<file path="src/rtl/assert_macros.svh">
// assertion helpers used by the gcd core
`ifndef ASSERT_MACROS_SVH
`define ASSERT_MACROS_SVH

// same-cycle implication, held off during reset
`define ASSERT_NOW(lbl, ante, cons) \
	lbl: assert property (@(posedge clk) disable iff (!arst_n) (ante) |-> (cons)) \
		else $error("%m: same-cycle check failed");

// next-cycle implication, held off during reset
`define ASSERT_NEXT(lbl, ante, cons) \
	lbl: assert property (@(posedge clk) disable iff (!arst_n) (ante) |=> (cons)) \
		else $error("%m: next-cycle check failed");

`endif

</file>
<file path="src/rtl/egcd_pkg.sv">
package egcd_pkg;

	// field widths of the request and result
	localparam int VALUE_BITS = 31;
	localparam int DIV_BITS   = 31;
	localparam int COEF_BITS  = 32;

	// operand width inside the datapath
	localparam int OPERAND_BITS = 31;
	localparam int CNT_BITS     = $clog2(OPERAND_BITS);

	typedef struct packed {
		logic [VALUE_BITS-1:0] first_value;
		logic [VALUE_BITS-1:0] second_value;
	} egcd_in_t;

	typedef struct packed {
		logic [DIV_BITS-1:0]         divisor;
		logic signed [COEF_BITS-1:0] coeff_of_larger;
		logic signed [COEF_BITS-1:0] coeff_of_smaller;
		logic                        swapped;
		logic                        zero_operand;
	} egcd_out_t;

endpackage

</file>
<file path="src/rtl/egcd_in_if.sv">
interface egcd_in_if;
	import egcd_pkg::*;

	logic     valid;
	logic     ready;
	egcd_in_t payload;

	modport source (output valid, output payload, input ready);
	modport sink (input valid, input payload, output ready);
endinterface

</file>
<file path="src/rtl/egcd_out_if.sv">
interface egcd_out_if;
	import egcd_pkg::*;

	logic      valid;
	logic      ready;
	egcd_out_t payload;

	modport source (output valid, output payload, input ready);
	modport sink (input valid, input payload, output ready);
endinterface

</file>
<file path="src/rtl/extended_euclid_gcd_core.sv">
// channel    | dir | payload                                         | handshake
// operands   | in  | first_value, second_value                       | valid/ready
// result     | out | divisor, coeff_of_larger, coeff_of_smaller,     | valid/ready
//            |     | swapped, zero_operand                           |
//
// one request at a time: ready only while idle
// each euclid step is a restoring division (ST_DIV) plus an update (ST_UPD),
// repeated until the remainder is zero, then the result is written in ST_FIN
// a zero smaller operand skips the loop and goes straight to ST_FIN
// arst_n clears the sequencer and the result valid; no clearing pass
// a stalled result holds in the output register; the next request is taken meanwhile
`include "assert_macros.svh"

module extended_euclid_gcd_core (
	input  logic            clk,
	input  logic            arst_n,
	egcd_in_if.sink         operands,
	egcd_out_if.source      result
);
	import egcd_pkg::*;

	typedef enum logic [1:0] {
		ST_IDLE,
		ST_DIV,
		ST_UPD,
		ST_FIN
	} state_t;

	state_t                  state_q;
	logic [OPERAND_BITS-1:0] dvd_q;     // dividend, shifted out msb first
	logic [OPERAND_BITS-1:0] small_q;   // divisor of the current step
	logic [OPERAND_BITS-1:0] rem_q;     // partial remainder
	logic [CNT_BITS-1:0]     cnt_q;
	logic [COEF_BITS-1:0]    xc_q, xp_q, yc_q, yp_q;
	logic [COEF_BITS-1:0]    accx_q, accy_q;  // quotient times current coefficients
	logic                    swp_q;
	logic                    zero_q;
	logic                    out_valid_q;
	egcd_out_t               out_q;

	// operand ordering at the request
	logic [OPERAND_BITS-1:0] opa, opb, op_big, op_small;
	logic                    op_swap;

	// one restoring division step
	logic [OPERAND_BITS:0]   shifted;
	logic [OPERAND_BITS:0]   diff;
	logic                    qbit;
	logic                    div_last;

	assign opa      = OPERAND_BITS'(operands.payload.first_value);
	assign opb      = OPERAND_BITS'(operands.payload.second_value);
	assign op_swap  = opa < opb;
	assign op_big   = op_swap ? opb : opa;
	assign op_small = op_swap ? opa : opb;

	assign shifted  = {rem_q, dvd_q[OPERAND_BITS-1]};
	assign diff     = shifted - {1'b0, small_q};
	assign qbit     = shifted >= {1'b0, small_q};
	assign div_last = cnt_q == CNT_BITS'(OPERAND_BITS - 1);

	assign operands.ready = state_q == ST_IDLE;
	assign result.valid   = out_valid_q;
	assign result.payload = out_q;

	always_ff @(posedge clk or negedge arst_n) begin
		if (!arst_n) begin
			state_q     <= ST_IDLE;
			out_valid_q <= 1'b0;
			dvd_q       <= '0;
			small_q     <= '0;
			rem_q       <= '0;
			cnt_q       <= '0;
			xc_q        <= '0;
			xp_q        <= '0;
			yc_q        <= '0;
			yp_q        <= '0;
			accx_q      <= '0;
			accy_q      <= '0;
			swp_q       <= 1'b0;
			zero_q      <= 1'b0;
			out_q       <= '0;
		end else begin
			// result taken
			if (out_valid_q && result.ready) begin
				out_valid_q <= 1'b0;
			end

			unique case (state_q)
				ST_IDLE: begin
					if (operands.valid) begin
						swp_q  <= op_swap;
						dvd_q  <= op_big;
						rem_q  <= '0;
						cnt_q  <= '0;
						accx_q <= '0;
						accy_q <= '0;
						xp_q   <= COEF_BITS'(1);
						yp_q   <= '0;
						if (op_small == '0) begin
							// no loop: gcd is the larger operand, coefficients 1 and 0
							zero_q  <= 1'b1;
							small_q <= op_big;
							xc_q    <= COEF_BITS'(1);
							yc_q    <= '0;
							state_q <= ST_FIN;
						end else begin
							zero_q  <= 1'b0;
							small_q <= op_small;
							xc_q    <= '0;
							yc_q    <= COEF_BITS'(1);
							state_q <= ST_DIV;
						end
					end
				end

				ST_DIV: begin
					rem_q  <= qbit ? diff[OPERAND_BITS-1:0] : shifted[OPERAND_BITS-1:0];
					dvd_q  <= {dvd_q[OPERAND_BITS-2:0], 1'b0};
					// horner form of quotient times coefficient, msb first
					accx_q <= {accx_q[COEF_BITS-2:0], 1'b0} + (qbit ? xc_q : '0);
					accy_q <= {accy_q[COEF_BITS-2:0], 1'b0} + (qbit ? yc_q : '0);
					cnt_q  <= cnt_q + CNT_BITS'(1);
					if (div_last) begin
						state_q <= ST_UPD;
					end
				end

				ST_UPD: begin
					if (rem_q == '0) begin
						state_q <= ST_FIN;
					end else begin
						xc_q    <= xp_q - accx_q;
						xp_q    <= xc_q;
						yc_q    <= yp_q - accy_q;
						yp_q    <= yc_q;
						dvd_q   <= small_q;
						small_q <= rem_q;
						rem_q   <= '0;
						cnt_q   <= '0;
						accx_q  <= '0;
						accy_q  <= '0;
						state_q <= ST_DIV;
					end
				end

				ST_FIN: begin
					// wait for the output register to free up
					if (!out_valid_q || result.ready) begin
						out_q.divisor          <= DIV_BITS'(small_q);
						out_q.coeff_of_larger  <= xc_q;
						out_q.coeff_of_smaller <= yc_q;
						out_q.swapped          <= swp_q;
						out_q.zero_operand     <= zero_q;
						out_valid_q            <= 1'b1;
						state_q                <= ST_IDLE;
					end
				end

				default: begin
					state_q <= ST_IDLE;
				end
			endcase
		end
	end

	`ASSERT_NOW(a_div_nonzero, state_q == ST_DIV, small_q != '0)
	`ASSERT_NOW(a_rem_below_div, state_q == ST_DIV || state_q == ST_UPD, rem_q < small_q)
	`ASSERT_NOW(a_zero_coeffs, result.valid && result.payload.zero_operand,
		result.payload.coeff_of_larger == COEF_BITS'(1) && result.payload.coeff_of_smaller == '0)
	`ASSERT_NEXT(a_busy_after_req, operands.valid && operands.ready, state_q != ST_IDLE)

endmodule
</file>
<file path="src/flat_wrapper.sv">
// flat-port wrapper written by rule: the top's interface ports become plain ports
module extended_euclid_gcd_core_flat import egcd_pkg::*;
  (clk, arst_n, operands_valid, operands_payload, operands_ready, result_valid, result_payload, result_ready);
  egcd_in_if operands_i ();
  egcd_out_if result_i ();
  input  logic clk;
  input  logic arst_n;
  input wire logic [$bits(operands_i.valid)-1:0] operands_valid;
  input wire logic [$bits(operands_i.payload)-1:0] operands_payload;
  output wire logic [$bits(operands_i.ready)-1:0] operands_ready;
  output wire logic [$bits(result_i.valid)-1:0] result_valid;
  output wire logic [$bits(result_i.payload)-1:0] result_payload;
  input wire logic [$bits(result_i.ready)-1:0] result_ready;
  assign operands_i.valid = operands_valid;
  assign operands_i.payload = operands_payload;
  assign operands_ready = operands_i.ready;
  assign result_valid = result_i.valid;
  assign result_payload = result_i.payload;
  assign result_i.ready = result_ready;
  extended_euclid_gcd_core u_core (.clk(clk), .arst_n(arst_n), .operands(operands_i), .result(result_i));
endmodule
</file>
<file path="config.mk">
export PLATFORM = sky130hd
export DESIGN_NAME = extended_euclid_gcd_core_flat
export DESIGN_NICKNAME = d
export VERILOG_FILES = /design/src/rtl/egcd_pkg.sv /design/src/rtl/egcd_in_if.sv /design/src/rtl/egcd_out_if.sv /design/src/rtl/extended_euclid_gcd_core.sv /design/src/flat_wrapper.sv
export VERILOG_INCLUDE_DIRS = /design/src /design/src/rtl
export SDC_FILE = /design/constraint.sdc
export NUM_CORES = 1
export LEC_CHECK = 0
export ABC_AREA = 0
export BUFFER_PORTS_ARGS = -buffer_cell sky130_fd_sc_hd__buf_2
export CAP_MARGIN = 15
export CORE_ASPECT_RATIO = 1.75
export CORE_MARGIN = 2
export CORE_UTILIZATION = 35
export CTS_CLUSTER_SIZE = 40
export DETAILED_ROUTE_END_ITERATION = 8
export GPL_ROUTABILITY_DRIVEN = 0
export PLACE_DENSITY_LB_ADDON = 0.1
export RECOVER_POWER = 50
export SLEW_MARGIN = 10
export SYNTH_ARGS = -nofsm -noshare
export SYNTH_HDL_FRONTEND = slang
export SYNTH_SLANG_ARGS = --single-unit
</file>
<file path="constraint.sdc">
create_clock -name clk -period 13.6 [get_ports clk]
set_clock_uncertainty 0.1 [all_clocks]
set_input_delay 2.72 -clock clk [delete_from_list [all_inputs] [get_ports clk]]
set_output_delay 2.72 -clock clk [all_outputs]
set_load 0.03 [all_outputs]
</file>
==> results of run 1 <==
==> worst min-delay path by stage <==
stage                                          startpoint                               endpoint  slack (ps)  cells after the start
finish                       u_core.dvd_q[21]$_DFFE_PN0P_           u_core.dvd_q[21]$_DFFE_PN0P_         380                      2
detailed placement           u_core.dvd_q[21]$_DFFE_PN0P_           u_core.dvd_q[21]$_DFFE_PN0P_         360                      2
global route                  u_core.dvd_q[8]$_DFFE_PN0P_            u_core.dvd_q[8]$_DFFE_PN0P_         390                      2
CTS                          u_core.dvd_q[21]$_DFFE_PN0P_           u_core.dvd_q[21]$_DFFE_PN0P_         380                      2
floorplan                     u_core.dvd_q[2]$_DFFE_PN0P_            u_core.dvd_q[2]$_DFFE_PN0P_         350                      2
global placement    u_core.result.payload[69]$_DFFE_PN0P_  u_core.result.payload[69]$_DFFE_PN0P_         360                      2
==> stage by stage <==
step / total power, mW / instances / hold WS (ps)
5_1_grt: 5.99 / 3705 / 394
3_5_place_dp: 4.48 / 3631 / 363
2_1_floorplan: 3.62 / 2656 / 347
3_3_place_gp: 4.46 / 3631 / 362
4_1_cts: 5.67 / 3705 / 379
6_report: 5.56 / 3705 / 375
==> flip-flops by register name (all words and copies together) (netlist names), 2 cells and up <==
| register | cells |
|---|---|
| u_core.xp_q | 32 |
| u_core.xc_q | 32 |
| u_core.accy_q | 32 |
| u_core.result.payload | 97 |
| u_core.rem_q | 31 |
| u_core.accx_q | 32 |
| u_core.small_q | 31 |
| u_core.yc_q | 32 |
| u_core.dvd_q | 31 |
| u_core.cnt_q | 5 |
| u_core.state_q | 2 |
| u_core.yp_q | 32 |
==> metal layers <==
metal / up-vias / track usage [%] / part of all wire (%)
li1: 9812 / - / -
met1: 10100 / 23.1 / 39
met2: 409 / 39.3 / 53
met3: 131 / 2.07 / 3.2
met4: 0 / 8.64 / 4.2
met5: - / 0 / 0
==> cells in the mapped netlist, types with 25 or more instances <==
| library cell | count |
|---|---|
| xnor2_1 | 63 |
| nor4_1 | 25 |
| mux2_2 | 99 |
| nand3_1 | 40 |
| nor3_1 | 28 |
| a21oi_1 | 236 |
| and3_1 | 38 |
| nand2b_1 | 25 |
| and2_1 | 60 |
| nor2_1 | 106 |
| dfrtp_1 | 392 |
| nand2_1 | 247 |
| a22oi_1 | 32 |
| clkbuf_1 | 106 |
| inv_1 | 161 |
| a21o_1 | 66 |
| a22o_1 | 72 |
| xor2_1 | 65 |
| o21ai_0 | 278 |
| ha_1 | 189 |
| o22ai_1 | 44 |
==> power breakdown <==
part	internal (mW)	switching (mW)
sequential	1.45	0.204
combinational	0.922	1.83
clock	0.645	0.508
total	3.02	2.54
==> cell type report <==
| cell class | count | share of cell area (%) |
|---|---|---|
| inverters | 163 | 2.24 |
| well taps | 910 | 4.16 |
| flip-flops and latches | 392 | 35.9 |
| clock inverters | 12 | 0.384 |
| clock buffers | 62 | 4.49 |
| repair buffers | 188 | 3.20 |
| multi-input cells | 1978 | 49.7 |
==> cell families (layout without fill, tap and decap cells) <==
kind of cell    after synthesis  in the layout  share of synthesized area [%]
mux                         105            105                           4.81
buf+inv                     286            425                           4.42
fa+ha+maj                   194            194                           10.1
compound gates              923            923                           23.7
simple gates                628            628                           12.2
xor+xnor                    128            128                           4.59
flops                       392            392                           40.2
==> results.py, run 1 <==
metrics = {
    "outcome": {
        "status": "complete, but fails checks",
        "violations": "capacitance limit, slew limit",
    },
    "detailed_routing": {
        "ant_nets": 0,
        "via_count": 20400,
        "routedWlPerCell_um": 20.3,
        "drt_iter0_drc": 1008,
        "vias_per_cell": 5.51,
        "drc": 0,
        "drt_first_pass_iters": 5,
        "totalWireLength_mm": 75.1,
    },
    "yosys": {
        "ys_seq_area_share_pct": 40.2,
        "syn_area_mm2": 0.0244,
        "synth_edf_count": 0,
        "ys.flop_type": "dfrtp_1",
        "synth_top_cell_by_area": "dfrtp_1",
        "synth.top_cell.area_share_pct": 40.2,
        "yosys_warnings": 0,
        "ys_async_sr_fraction_pct": 100,
        "synth_seq_cells": 392,
        "yosysUniqueCellTypes": 72,
        "synth_area_leaders": "dfrtp_1, ha_1, o21ai_0",
        "avgSynthCellArea_um2": 9.20,
        "syn_inst": 2656,
        "synth_nets": 2916,
    },
    "clock_network": {
        "cts_root_buf": "clkbuf_16",
        "htree_levels": 2,
        "clockBufferDepth": 3,
        "cts_hold_buffers": 0,
        "cts_tree": "done",
        "clock_latency_ps": 580,
        "cts.repair.resized": 0,
        "clock-sinks": 392,
        "path_clk_slew_ps": 60,
        "post_cts.repair.setup_buffers": 0,
        "cts-buffers-inserted": 43,
    },
    "worst_setup_path": {
        "reg2reg_depth": 22,
        "worst-path-buf-inv": 2,
        "r2r-end": "u_core.accx_q[31]$_DFFE_PN0P_",
        "path_depth": 2,
        "critPathKind": "in2async",
        "crit_path_top_delay_cell": "clkbuf_1",
        "worstReg2RegStart": "u_core.rem_q[20]$_DFFE_PN0P_",
        "crit_top_cell": "clkbuf_1",
        "worstPathRequired_ps": 13280,
        "crit_end": "u_core.result.payload[29]$_DFFE_PN0P_",
        "crit_fanout": 70,
        "r2r_slack_ps": 6260,
        "path_cells": "clkbuf_1 -> clkbuf_1",
        "startpoint_type": "primary input",
        "critPathArrivalTime_ps": 8530,
        "endpoint_kind": "async pin",
        "crit_start": "arst_n",
        "critPathTopFamily": "buffers and inverters",
        "cpPeakStageDelay_ps": 2850,
    },
    "sta": {
        "timing.final.max_slew_violations": 382,
        "fmax_mhz": 113,
        "setup_tns_ps": 0,
        "setup_viol_count_final": 0,
        "finalCritPeriodShare_pct": 65.0,
        "rsz0062_at_grt": "false",
        "tightest_slew_ps": 4070,
        "worst_slack_ps": 4750,
        "period_needed_ps": 8850,
        "max-slew-margin-rel_pct": -171,
        "hold_viol": 0,
    },
    "placed_design": {
        "placed_cell_area_mm2": 0.0262,
        "io_buffer_count": 164,
        "place_ws_ps": 6280,
        "hpwlAfterDp_mm": 53.3,
    },
    "final_layout": {
        "multiInputGateArea_mm2": 0.0136,
        "seqCellArea_mm2": 0.00981,
        "area_delta_synth_final_pct": 12.0,
        "drive_gt1_share_pct": 10.0,
        "nets": 3026,
        "fin_util_pct": 39.4,
        "n_fill_cell": 7077,
        "n_antenna_cell": 0,
        "layout_commonest_cell": "dfrtp_1",
        "final_cell_mix": "dfrtp_1, o21ai_0, nand2_1",
        "finalInstanceArea_mm2": 0.0274,
    },
    "die": {
        "dieWidth_um": 204,
        "pin_count": 165,
        "fp-row-count": 128,
        "fp.dieH_um": 353,
        "die_area_mm2": 0.0720,
        "core_mm2": 0.0693,
        "start_util_pct": 35.2,
    },
    "power_and_ir_drop": {
        "powerDensity_mw_per_mm2": 203,
        "p_leak_nw": 12.8,
        "ir_drop_v": 0.000182,
    },
    "global_route": {
        "grt_antenna_before_repair": 0,
        "grtUsageTotal_pct": 20.7,
        "grt_pass1_wl_mm": 118,
        "grt_max_degree": 78,
        "overflow": 0,
        "grt_pass1_vias": 21100,
    },
    "job": {
        "max-cap-violations": 7,
    },
    "min_path": {
        "holdCritPathClass": "reg2reg",
    },
}
No activity file was read; power rests on OpenSTA's default activity.
==> inputs of run 2 (changes only) <==
==> constraint.sdc (replaced) <==
create_clock -name clk -period 8.24 [get_ports clk]
set_clock_uncertainty 0.1 [all_clocks]
set_input_delay 1.648 -clock clk [delete_from_list [all_inputs] [get_ports clk]]
set_output_delay 1.648 -clock clk [all_outputs]
set_load 0.03 [all_outputs]
==> run 2 against run 1 <==
The run still ends with capacitance limit, slew limit left; first-iteration DRC count fell by 1.8%; core utilization rose by 0.26 points; via count fell by 0.44%; highest routed layer unchanged; largest power group unchanged; design area rose by 0.65%; critical path depth rose by 20; die area did not move; sequential power rose by 65%.
==> results.py, run 2 (synthesis results as in run 1) <==
metrics = {
    "sta": {
        "timing.final.max_slew_violations": 300,
        "rsz0062_at_grt": "false",
        "worst_slack_ps": 1170,
        "fmax_mhz": 141,
        "hold_viol": 0,
        "tightest_slew_ps": 3690,
        "finalCritPeriodShare_pct": 85.8,
        "setup_viol_count_final": 0,
        "setup_tns_ps": 0,
        "max-slew-margin-rel_pct": -146,
        "period_needed_ps": 7070,
    },
    "final_layout": {
        "nets": 3022,
        "final_cell_mix": "dfrtp_1, o21ai_0, nand2_1",
        "drive_gt1_share_pct": 12.8,
        "layout_commonest_cell": "dfrtp_1",
        "layoutNonFillerInstCount": 3698,
        "largest_reg_flops": 97,
        "n_antenna_cell": 0,
        "area_delta_synth_final_pct": 12.7,
    },
    "placed_design": {
        "hpwlAfterDp_mm": 53.7,
        "numPlacedInstances": 3629,
        "place_ws_ps": 1230,
        "io_buffer_count": 164,
    },
    "detailed_routing": {
        "ant_nets": 0,
        "routedWlPerCell_um": 20.5,
        "drc": 0,
        "via_count": 20300,
        "vias_per_cell": 5.50,
        "drt_iter0_drc": 990,
        "totalWireLength_mm": 75.9,
        "drt_first_pass_iters": 7,
    },
    "outcome": {
        "status": "complete, but fails checks",
        "violations": "capacitance limit, slew limit",
    },
    "worst_setup_path": {
        "cpPeakStageDelay_ps": 800,
        "worst-path-buf-inv": 1,
        "critPathArrivalTime_ps": 7380,
        "crit_top_cell": "a21oi_1",
        "endpoint_kind": "flop",
        "crit_path_top_delay_cell": "o21a_2",
        "critPathKind": "reg2reg",
        "startpoint_type": "flop",
        "worstPathRequired_ps": 8550,
        "crit_fanout": 38,
        "path_cells": "ha_1 -> nand4_1 -> nor4_1 -> nand3_1 -> o2111ai_1 -> a21oi_1 -> a21oi_1 -> o21a_2 -> buf_4 -> and2_1 -> ha_1 -> o21a_1 -> o211ai_1 -> a21oi_1 -> a211o_1 -> a221oi_2 -> o21ai_1 -> a311o_1 -> a2111oi_4 -> o311ai_1 -> xnor2_1 -> o22ai_1",
        "critPathTopFamily": "compound AO/OA/AOI/OAI gates",
    },
    "clock_network": {
        "post_cts.repair.setup_buffers": 0,
        "cts_hold_buffers": 0,
        "path_clk_slew_ps": 70,
        "cts.repair.resized": 0,
        "clock_latency_ps": 570,
        "cts_tree": "done",
        "htree_levels": 2,
        "cts_root_buf": "clkbuf_16",
        "clockBufferDepth": 3,
        "cts-buffers-inserted": 41,
        "clock-sinks": 392,
    },
    "die": {
        "fp-row-count": 128,
        "core_mm2": 0.0693,
        "die_area_mm2": 0.0720,
        "fp.dieH_um": 353,
        "pin_count": 165,
        "dieWidth_um": 204,
        "start_util_pct": 35.2,
    },
    "global_route": {
        "grt_antenna_before_repair": 0,
        "use_met2_pct": 40.6,
        "met1_usage_pct": 23.5,
        "grt_pass1_vias": 21200,
        "overflow": 0,
        "grtUsageTotal_pct": 21.1,
        "gr-usage-met3_pct": 2.07,
        "top_usage_layer": "met2",
        "grt_pass1_wl_mm": 120,
        "grt_max_degree": 153,
    },
    "power_and_ir_drop": {
        "p_leak_nw": 13.2,
        "ir_drop_v": 0.000281,
        "powerDensity_mw_per_mm2": 339,
    },
    "job": {
        "max-cap-violations": 4,
    },
    "min_path": {
        "holdCritPathClass": "reg2reg",
    },
}
## run 2: cell type report
| type | instances | area (um^2) |
|---|---|---|
| timing repair buffer | 186 | 990 |
| clock inverter | 13 | 201 |
| tap | 910 | 1140 |
| inverter | 163 | 612 |
| sequential | 392 | 9810 |
| clock buffer | 56 | 1190 |
| fill | 6946 | 41800 |
| multi-input combinational | 1978 | 13600 |
## run 2: metrics by stage
stage,hold slack (ps),util [%],total power [mW],area [um^2]
2_1_floorplan,347,-,5.98,24400
3_3_place_gp,363,37.8,7.39,26200
3_5_place_dp,364,37.8,7.43,26200
4_1_cts,380,39.8,9.50,27600
5_1_grt,399,39.7,10.0,27500
6_report,374,39.7,9.34,27500
## run 2: routing by layer
metal / vias up / routed length [um]
met3: 120 / 2350
li1: 9810 / -
met2: 401 / 41300
met4: 0 / 2970
met1: 9995 / 29300
met5: - / 0
## run 2: final timing paths
| path | startpoint | to | slack [ps] | cells after the start |
|---|---|---|---|---|
| worst max register to register | u_core.rem_q[20]$_DFFE_PN0P_ | u_core.accy_q[30]$_DFFE_PN0P_ | 1170 | 22 |
| min in group asynchronous | arst_n | u_core.result.payload[74]$_DFFE_PN0P_ | 1790 | 1 |
| worst min-delay path | u_core.dvd_q[17]$_DFFE_PN0P_ | u_core.dvd_q[17]$_DFFE_PN0P_ | 370 | 2 |
| worst min register to register | u_core.dvd_q[17]$_DFFE_PN0P_ | u_core.dvd_q[17]$_DFFE_PN0P_ | 370 | 2 |
| worst max-delay path | u_core.rem_q[20]$_DFFE_PN0P_ | u_core.accy_q[30]$_DFFE_PN0P_ | 1170 | 22 |
| max in group asynchronous | arst_n | u_core.yc_q[17]$_DFFE_PN0P_ | 1500 | 2 |
## run 2: power by group
| part | internal (mW) | switching (mW) |
|---|---|---|
| Sequential | 2.39 | 0.332 |
| Clock | 1.17 | 0.831 |
| Combinational | 1.57 | 3.05 |
## run 2: tightest hold or removal path, delay by kind of cell, from the launching register on
kind,cells,cell delay (ps)
and+or+nand+nor,2,100
DFF,1,340
